**config.mk**
```make
export PLATFORM = sky130hd
export DESIGN_NAME = mbg_visit_mem
export DESIGN_NICKNAME = d
export VERILOG_FILES = /design/src/rtl/mbg_visit_mem.sv
export SDC_FILE = /design/constraint.sdc
export NUM_CORES = 1
export LEC_CHECK = 0
export ABC_CLOCK_PERIOD_IN_PS = 6900
export BUFFER_PORTS_ARGS = -buffer_cell sky130_fd_sc_hd__buf_2
export CAP_MARGIN = 40
export CORE_MARGIN = 2
export CORE_UTILIZATION = 29
export CTS_CLUSTER_DIAMETER = 40
export DETAILED_ROUTE_END_ITERATION = 6
export GPL_TIMING_DRIVEN = 0
export MAX_ROUTING_LAYER = met4
export SYNTH_ARGS = -nofsm -noshare
export SYNTH_HDL_FRONTEND = slang
export SYNTH_SLANG_ARGS = --single-unit
export TNS_END_PERCENT = 5
```
**constraint.sdc**
```tcl
create_clock -name clk -period 6.9 [get_ports clk]
set_input_delay 0.345 -clock clk [delete_from_list [all_inputs] [get_ports clk]]
set_output_delay 0.345 -clock clk [all_outputs]
set_load 0.05 [all_outputs]
```
**src/rtl/mbg_visit_mem.sv**
```systemverilog
// Visited map: one row of cells per word, two read ports, one write port.
`timescale 1ns / 1ps

module mbg_visit_mem #(
  parameter int ROWS = 32,
  parameter int COLS = 32,
  parameter int AW   = 5
) (
  input  logic            clk,
  input  logic            rd0_en,
  input  logic [AW-1:0]   rd0_addr,
  output logic [COLS-1:0] rd0_data,
  input  logic            rd1_en,
  input  logic [AW-1:0]   rd1_addr,
  output logic [COLS-1:0] rd1_data,
  input  logic            wr_en,
  input  logic [AW-1:0]   wr_addr,
  input  logic [COLS-1:0] wr_data
);

  logic [COLS-1:0] mem_r [ROWS];
  logic [COLS-1:0] rd0_data_r;
  logic [COLS-1:0] rd1_data_r;

  always_ff @(posedge clk) begin
    if (wr_en) begin
      mem_r[wr_addr] <= wr_data;
    end
    if (rd0_en) begin
      rd0_data_r <= mem_r[rd0_addr];
    end
    if (rd1_en) begin
      rd1_data_r <= mem_r[rd1_addr];
    end
  end

  assign rd0_data = rd0_data_r;
  assign rd1_data = rd1_data_r;

endmodule

```
Word level (Yosys, flattened, before mapping)
Memory sizes are Yosys's and may differ from the RTL's. A register that Yosys moved wholly into a read port is not among the register bits. Cells that the tools add are included.

Bits in registers: 0. RAM bits: 1024. Output and inout bits: 64. Logic and storage cells: 3. Memories: 1.

Mux-type cells: 2.

Memory list: mem_r (depth 32, bits a word 32, read ports 2, clocked after memory_dff 2, wr ports 1, RTL line 21) `logic [COLS-1:0] mem_r [ROWS];`.

Operators with widths (number): 1-bit two-way mux (2).

Logic depth before layout (Yosys ltp)
Word-level depth: 2. Gate-level depth with buffers: 8. Gate-level depth less buffers: 5.

Worst setup path before layout
OpenSTA, ideal clock, no wires.

Path type: in2reg. From: input port wr_addr[1]. To: memory mem_r[12][0] (enable). Setup time: 421 ps. Data arrival time: 2358 ps. Required time: 6479 ps. Slack: 4121 ps. Cell stages on the path: 3. Path buffers: 1. Cell sequence: or3b_2 -> clkbuf_1 -> nor2_1.

RTL lines: start: declaration (RTL line 17) `input logic [AW-1:0] wr_addr,`; end: declaration (RTL line 21).

Straight into the memory's write port.

==> qor.yml <==
status: "finished clean"
die_area_um2: 178000
fin_crit_sh_pct: 41.3
ant_nets: 0
core_um2: 174000
critPathMaxStageDelay_ns: 0.76
cp_max_fo: 10
power_density_nw_per_um2: 272
postSynthAreaPerCell_um2: 14.7
gp_congestion: 0.940
period_minus_slack_ns: 2.85
overflow: 0
cts_setup_buffers: 0
fin_skew_ns: 0.0317
cp.required_ns: 7.29
cts_hold_buf: 1
worst_slew_pin_slew_ns: 0.980
route.detailed.wl_per_inst_um: 28.8
slew_headroom_pct: 34.7
cts_buffers: 143
port_buffers: 112
die_y_um: 422
grt_pass1_vias: 32951
slew_viol_final: 0
grt_pass1_wl_mm: 245
critPathCapture: "rd0_data[12]"
syn_nets: 3501
syn_to_final_growth_pct: 18.8
path_delay_family: "buffers and inverters"
final_cell_count_no_fill: 6218
setup.worst_path.class: "in -> reg"
synth_seq_area_share_pct: 64.4
nNetsFinal: 3814
arrival_ns: 3.23
clockBufferDepth: 3
maxCapViolations: 0
reg2reg_to: "rd1_data[11]"
cts-resized-gates: 0
critical_path_cell_count: 8
leakagePower_nw: 22.1
dp_cells: 5941
wl_mm: 179
antenna_found_initial: 32
cts_tree: "built"
worst_ir_drop_vdd_mv: 0.245
hold_path_class: "in -> reg"
dpl.hpwl_mm: 128
rows: 153
yosys_warnings: 0
r2r_slack_ns: 4.60
multi_input_area_um2: 16700
clk_pin_slew_ns: 0.05
critPathSlowestCell: "buf_1"
viasPerCell: 5.37
max_freq_ghz: 0.351
synth_area_um2: 50700
worstSkewPairLatency_ns: 0.78
ys_top_cells_by_area: "edfxtp_1 64%, mux2i_1 20%, a22oi_1 2.8%"
fp.dieW_um: 422
worstPathCellList: "buf_2 > nor2_1 > buf_2 > buf_2 > buf_1 > nand2_1 > a31oi_1 > nand3_1"
hold_viol: 0
route.detailed.drc: 0
start_util_pct: 29.2
yosysUniqueCellTypes: 23
clock-sinks: 1088
ff_latch_area_um2: 32700
grt_setup_unrepaired: "false"
rr_worst_depth: 5
setup_viol_count_final: 0
drive_above_1_share_pct: 15.2
h-tree-depth: 4
tns_ns: 0
io_pins: 115
synth_seq_cells: 1088
synth_top_area_share_pct: 64.4
startpoint_type: "primary input"
critPathBufInv: 4
crit_path_start: "rd0_addr[0]"
grt_max_degree: 33
vias: 33418
crit_path_frequent_cell: "buf_2"
synthCells: 3450
yosysTopAreaCell: "edfxtp_1"
fill_cells: 16785
groute.usage.overall_pct: 20.0
endpoint_kind: "register"
drtPass1Iterations: 6
regToRegStartpoint: "mem_r[3][11]"
cts-root-buf: "clkbuf_16"
drt-initial-drc-count: 3937
fin_util_pct: 34.7
==> routing by layer <==
metal	wire length [um]	up-vias	share of wire (%)	global-route usage (%)
met4	8700	0	4.9	9.71
met3	14000	403	7.9	3.89
met5	0	-	0	-
met2	87100	1725	49	32.9
met1	69000	16952	39	23.4
li1	-	14338	-	-
==> worst reg2reg max path, cell delays in order, from the launching register on <==
cell	delay [ns]
edfxtp_1	0.38
mux2i_1	0.14
a22o_1	0.17
nor3_1	0.08
a31oi_1	0.70
nand3_1	0.45
==> kinds of logic after synthesis <==
family	Yosys count	share of synthesized area (%)
DFF	1088	64.4
muxes	1024	20.2
buffers and inverters	253	3.09
AOI/OAI and AO/OA	576	7.74
and+or+nand+nor	509	4.53
==> cells in the mapped netlist <==
cell      count
edfxtp_1   1088
mux2i_1    1024
nand2_1     195
nand3_1     194
a21oi_1     192
a22oi_1     192
a22o_1      128
clkbuf_1     86
buf_2        70
a31oi_1      64
nor3_1       64
buf_4        47
buf_6        45
nor2_1       35
nand3b_1      5
clkbuf_4      4
nand2b_1      4
nor2b_1       4
or3b_2        3
and2_1        2
or2_2         2
buf_1         1
or3_1         1
==> state kept, by name, summed over array words and instances (netlist names) <==
signal and count:
mem_r 1024, rd0_data 32, rd1_data 32
==> worst min path at each step <==
| stage | from | slack [ns] | cells after the start | end |
|---|---|---|---|---|
| after global placement | mem_r[24][23] | 0.73 | 4 | rd1_data[23] |
| after floorplan | wr_data[0] | 0.44 | 0 | mem_r[0][0] |
| after detailed placement | mem_r[26][23] | 0.74 | 4 | rd1_data[23] |
| after global routing | rd0_en | 0.04 | 1 | rd0_data[19] |
| after CTS | rd0_en | 0.0006 | 1 | rd0_data[16] |
| final | rd0_en | 0.04 | 1 | rd0_data[16] |
==> power breakdown <==
group | total, W | leakage (nW) | switching (W) | internal (W)
clock | 0.00737 | 2.25 | 0.00292 | 0.00445
sequential | 0.00745 | 9.86 | 0.0000446 | 0.00741
combinational | 0.00155 | 9.95 | 0.00110 | 0.000449
total | 0.0164 | 22.1 | 0.00406 | 0.0123
==> final cells by class <==
class / count / share of cell area (%)
diodes: 19 / 0.0789
plain buffers: 253 / 2.60
clock buffers: 174 / 6.42
clock inverters: 82 / 1.36
multi-input cells: 2109 / 27.7
flip-flops and latches: 1088 / 54.2
well taps: 2325 / 4.83
repair buffers: 168 / 2.75
==> stage by stage <==
step / power [W] / worst slack (ns) / hold WS [ns] / instance area (um2)
floorplan: 0.00843 / 4.12 / 0.444 / 50700
finish: 0.0164 / 4.05 / 0.0351 / 60200
global placement: 0.00907 / 1.84 / 0.729 / 54200
global route: 0.0168 / 4.17 / 0.0384 / 60200
detailed placement: 0.00911 / 3.43 / 0.740 / 55500
CTS: 0.0164 / 4.24 / 0.000638 / 60200
==> layout by cell type (no fill, tap or decap), drive strengths merged <==
cell	instances
a22o	128
or3b	3
a31oi	64
dlygate4sd3	1
nor2	35
nor3	64
nand3	194
nand2	195
nand3b	5
a21oi	192
mux2i	1024
clkinvlp	14
a22oi	192
bufinv	12
buf	329
inv	14
nand2b	4
and2	2
nor2b	4
or2	2
clkbuf	265
clkinv	42
diode	19
or3	1
edfxtp	1088
Note: power is estimated with default switching activity, not from simulation.
