File: src/rtl/mbg_pkg.sv
// Shared types and constants for the maze backtracker generator.
`timescale 1ns / 1ps

package mbg_pkg;

  localparam int unsigned CFG_W   = 6;
  localparam int unsigned RAND_W  = 16;
  localparam int unsigned COORD_W = 7;
  localparam int unsigned DEPTH_W = 11;
  localparam int unsigned EVENT_W = 3;
  localparam int unsigned NDIR    = 4;

  localparam logic [CFG_W-1:0] CFG_RESET = 6'd16;

  // register indexes on the cfg port
  localparam logic REG_MAZE_WIDTH  = 1'b0;
  localparam logic REG_MAZE_HEIGHT = 1'b1;

  typedef enum logic [EVENT_W-1:0] {
    EV_START = 3'd0,
    EV_CARVE = 3'd1,
    EV_BACK  = 3'd2,
    EV_ENDS  = 3'd3,
    EV_DONE  = 3'd4
  } event_t;

  typedef enum logic [1:0] {
    PH_IDLE  = 2'd0,
    PH_CARVE = 2'd1,
    PH_ENDS  = 2'd2,
    PH_DONE  = 2'd3
  } phase_t;

  typedef enum logic [2:0] {
    ST_IDLE = 3'b001,
    ST_RD   = 3'b010,
    ST_EVAL = 3'b100
  } state_t;

  typedef enum logic [1:0] {
    DIR_UP    = 2'd0,
    DIR_DOWN  = 2'd1,
    DIR_LEFT  = 2'd2,
    DIR_RIGHT = 2'd3
  } dir_t;

  typedef struct packed {
    logic found;
    dir_t dir;
  } pick_t;

endpackage

File: src/rtl/mbg_pick.sv
// Neighbor choice: counts open directions and selects index (rand*count)>>16.
`timescale 1ns / 1ps

module mbg_pick
  import mbg_pkg::*;
(
  input  logic [NDIR-1:0]   open_mask,
  input  logic [RAND_W-1:0] rand_value,
  output pick_t             pick
);

  logic [2:0]        n;
  logic [RAND_W+2:0] prod;
  logic [2:0]        k;
  logic [2:0]        seen;

  always_comb begin
    n = 3'(open_mask[0]) + 3'(open_mask[1]) + 3'(open_mask[2]) + 3'(open_mask[3]);
    prod = {3'b000, rand_value} * {{RAND_W{1'b0}}, n};
    k = prod[RAND_W+2:RAND_W];
    pick.found = 1'b0;
    pick.dir = DIR_UP;
    seen = 3'd0;
    for (int d = 0; d < NDIR; d++) begin
      if (open_mask[d]) begin
        if (!pick.found && seen == k) begin
          pick.found = 1'b1;
          pick.dir = dir_t'(d[1:0]);
        end
        seen = seen + 3'd1;
      end
    end
  end

endmodule

File: config.mk
export PLATFORM = sky130hd
export DESIGN_NAME = mbg_pick
export DESIGN_NICKNAME = d
export VERILOG_FILES = /design/src/rtl/mbg_pkg.sv /design/src/rtl/mbg_pick.sv
export SDC_FILE = /design/constraint.sdc
export NUM_CORES = 1
export LEC_CHECK = 0
export BUFFER_PORTS_ARGS = -buffer_cell sky130_fd_sc_hd__buf_2
export CORE_AREA = 4 4 67 69
export DETAILED_ROUTE_END_ITERATION = 6
export DIE_AREA = 0 0 71 73
export MAX_ROUTING_LAYER = met4
export PLACE_DENSITY = 0.49
export SLEW_MARGIN = 40
export SYNTH_ARGS = -nofsm -noshare
export SYNTH_HDL_FRONTEND = slang
export SYNTH_SLANG_ARGS = --single-unit
File: constraint.sdc
create_clock -name vclk -period 4.7
set_clock_uncertainty 0.05 [all_clocks]
set_input_delay 0 -clock vclk [all_inputs]
set_output_delay 0 -clock vclk [all_outputs]
set_load 0.01 [all_outputs]
* After elaboration in Yosys (flattened, before gate mapping) *
Cells that the tools add are included.

storage, ports and cells
  bits in registers = 0
  output and inout bits = 3
  logic and storage cells = 27

cells by class
  $add $sub $neg = 5
  multipliers = 1
  equality and inequality tests = 3
  multiplexer cells = 11
  reduce and logical (&&, ||, !) cells = 7

operators with widths
  kind                   count
  $mux W3                10
  $mul A16 B3 Y19        1
  $eq A3 B3 Y1           3
  $add A3 B1 Y3 const B  2
  $add A2 B1 Y3          1
  $add A3 B1 Y3          1
  $logic_and A1 B1 Y1    3
  $logic_not A1 Y1       3
  $logic_not A3 Y1       1
  $add A1 B1 Y2          1
  $mux W1                1

* Depth between registers and ports, before layout *
  word-level depth = 19
  gate-level depth with buffers = 16
  mapped depth without buffers = 15

* Least setup slack after synthesis *
No wires, ideal clock.

  path type = in2out
  start point = in open_mask[0]
  end point = out pick[0] in the netlist's numbering
  arrival time = 3.904 ns
  slack = 0.746 ns
  stages on the path = 16
  cells stage by stage = fa_1 > ha_1 > ha_1 > clkbuf_1 > nand2_1 > fa_1 > inv_1 > ha_1 > a211oi_2 > o21ai_1 > o2111a_1 > or3_4 > nand2_2 > o21ai_1 > or4_1 > a21oi_1

RTL lines
  item                RTL line       source
  start: declaration  mbg_pick.sv:7  input logic [NDIR-1:0] open_mask,
  end: declaration    mbg_pick.sv:9  output pick_t pick

==> out/metrics.cfg <==
[status]
outcome=complete, no violations

[yosys]
yosysUniqueCellTypes=35
synth_area_sq_mm=0.00123
synthCells=170
ys_seq_area_share_pct=0
synth_fp_nets=225
synth.avg_cell_area_sq_um=7.26
yosys_warnings=0

[cts]
postCtsSetupBuffers=0
cts-resized-gates=0
cts_hold_buf=0

[power]
power_frac_comb_pct=100.0
peakVddDrop_mv=0.0460
seq_power_share_pct=0
switching_share_pct=59.4
p_leak_nw=0.783
clockPowerShare_pct=0
net-switching-power_w=0.000144
internal-power_w=0.0000986
p_per_area_mw_per_mm2=174

[sta]
fin_crit_sh_pct=93.4
setup_slack_ps=312
rsz0062_at_grt=false
worst_pin_slew_ps=613
maxSlewViolCount=0
fmax_mhz=228
tns_ps=0
period_needed_ps=4390
max-slew-margin-rel_pct=59.1
hold_viol=0
setup_viol=0

[place]
post-place-ws_ps=336
gp_congestion=0.833
port_buffers=23
dp_hpwl_mm=2.48
postPlaceCellArea_sq_mm=0.00140

[die]
dieWidth_microns=71
num_rows=23
dieArea_sq_mm=0.00518
io_pins=23
initial_utilization_pct=31.6
coreArea_sq_mm=0.00391
die_h_microns=73

[grt]
grt_use_total_pct=11.9
grt_pass1_vias=1237
grt_first_pass_wirelength_mm=5.10
antenna_found_initial=0
gr-total-overflow=0
grt_max_degree=17

[detailed_routing]
drt-wirelength-per-cell_microns=12.1
avgViaCountPerCell=4.99
drt_iter0_markers=41
wl_mm=2.89
vias=1193
drc_errors=0
ant_nets=0
first_pass_iters=4

[finish]
finalInstanceArea_sq_mm=0.00140
nClkBuffers=0
seqCellArea_sq_um=0
final_common_cell=nand2_1
area_growth_pct=13.2
final_cell_mix=42 x nand2_1, 29 x inv_1, 23 x buf_2
drive_above_1_share_pct=13.8
fill_cells=464
seq_cells=0
nets=246
diodes=0

[worst_hold_path]
hp-class=input pin to output port

[worst_setup_path]
cp_max_fo=16
criticalPathCategory=input pin to output port
start_kind=input pin
required_ps=4650
crit_path_end_kind=output port
cp.arrival_ps=4340

[run]
maxCapViolCount=0

area by class of cell:
| type | instances | area [sq um] | area share [%] |
|---|---|---|---|
| Multi-Input combinational cell | 137 | 1110 | 79.5 |
| Tap cell | 50 | 62.6 | 4.48 |
| Inverter | 29 | 109 | 7.79 |
| Timing Repair Buffer | 23 | 115 | 8.24 |
path summary, 6_finish.rpt:
path | start | end | slack [ps] | cells after the start
min | open_mask[3] | pick[0] | 340 | 4
max | open_mask[0] | pick[1] | 310 | 17
cells in the mapped netlist (all sizes together), types with 2 or more instances:
library cell	n	share of area [%]
nand2	43	13
a211oi	3	2.2
ha	20	20
xnor2	2	1.4
o2111ai	2	1.4
o21ai	7	2.8
nor2b	2	1.0
xor2	3	2.1
fa	15	24
o211ai	2	1.2
clkbuf	4	1.2
a21oi	5	2.0
nand3	4	1.6
inv	29	8.8
and2	6	3.0
nor2	5	1.5
nand4	3	1.5
power by group through the flow:
| stage | Sequential, W | Clock, W | Combinational [W] |
|---|---|---|---|
| finish | 0 | 0 | 0.000243 |
| global route | 0 | 0 | 0.000281 |
| CTS | 0 | 0 | 0.000246 |
| detailed placement | 0 | 0 | 0.000244 |
| global placement | 0 | 0 | 0.000236 |
| floorplan | 0 | 0 | 0.000179 |
worst max-delay path, cell delays in order:
cell and delay [ps]:
buf_2 130, fa_1 470, ha_1 200, ha_1 640
nand2_1 160, fa_1 520, inv_1 40, ha_1 310
a211oi_2 240, o21ai_1 120, o2111a_1 260, or3_4 350
nand2_2 120, nand2_1 90, a2111o_1 420, a21boi_1 130
buf_2 140
routing by layer:
| metal | GRT usage, % | up-vias | share of wire (%) |
|---|---|---|---|
| li1 | - | 602 | - |
| met1 | 15.0 | 573 | 46 |
| met2 | 22.3 | 18 | 50 |
| met3 | 0.551 | 0 | 3.6 |
| met4 | 0 | 0 | 0 |
| met5 | - | - | 0 |
cells by family after synthesis:
group	after synthesis	share of synthesized area (%)
fa+ha+maj	35	44.6
xor+xnor	5	3.55
buf+inv	33	10.0
simple gates	71	27.0
compound gates	26	14.9
metrics by stage:
step | util, % | total power, W | instances | hold slack (ps)
3_3_place_gp | 35.7 | 0.000236 | 239 | 338
2_1_floorplan | - | 0.000179 | 170 | 90.1
4_1_cts | 35.7 | 0.000246 | 239 | 338
5_1_grt | 35.7 | 0.000281 | 239 | 379
3_5_place_dp | 35.7 | 0.000244 | 239 | 337
6_report | 35.7 | 0.000243 | 239 | 341
(Power assumes the default switching activity.)
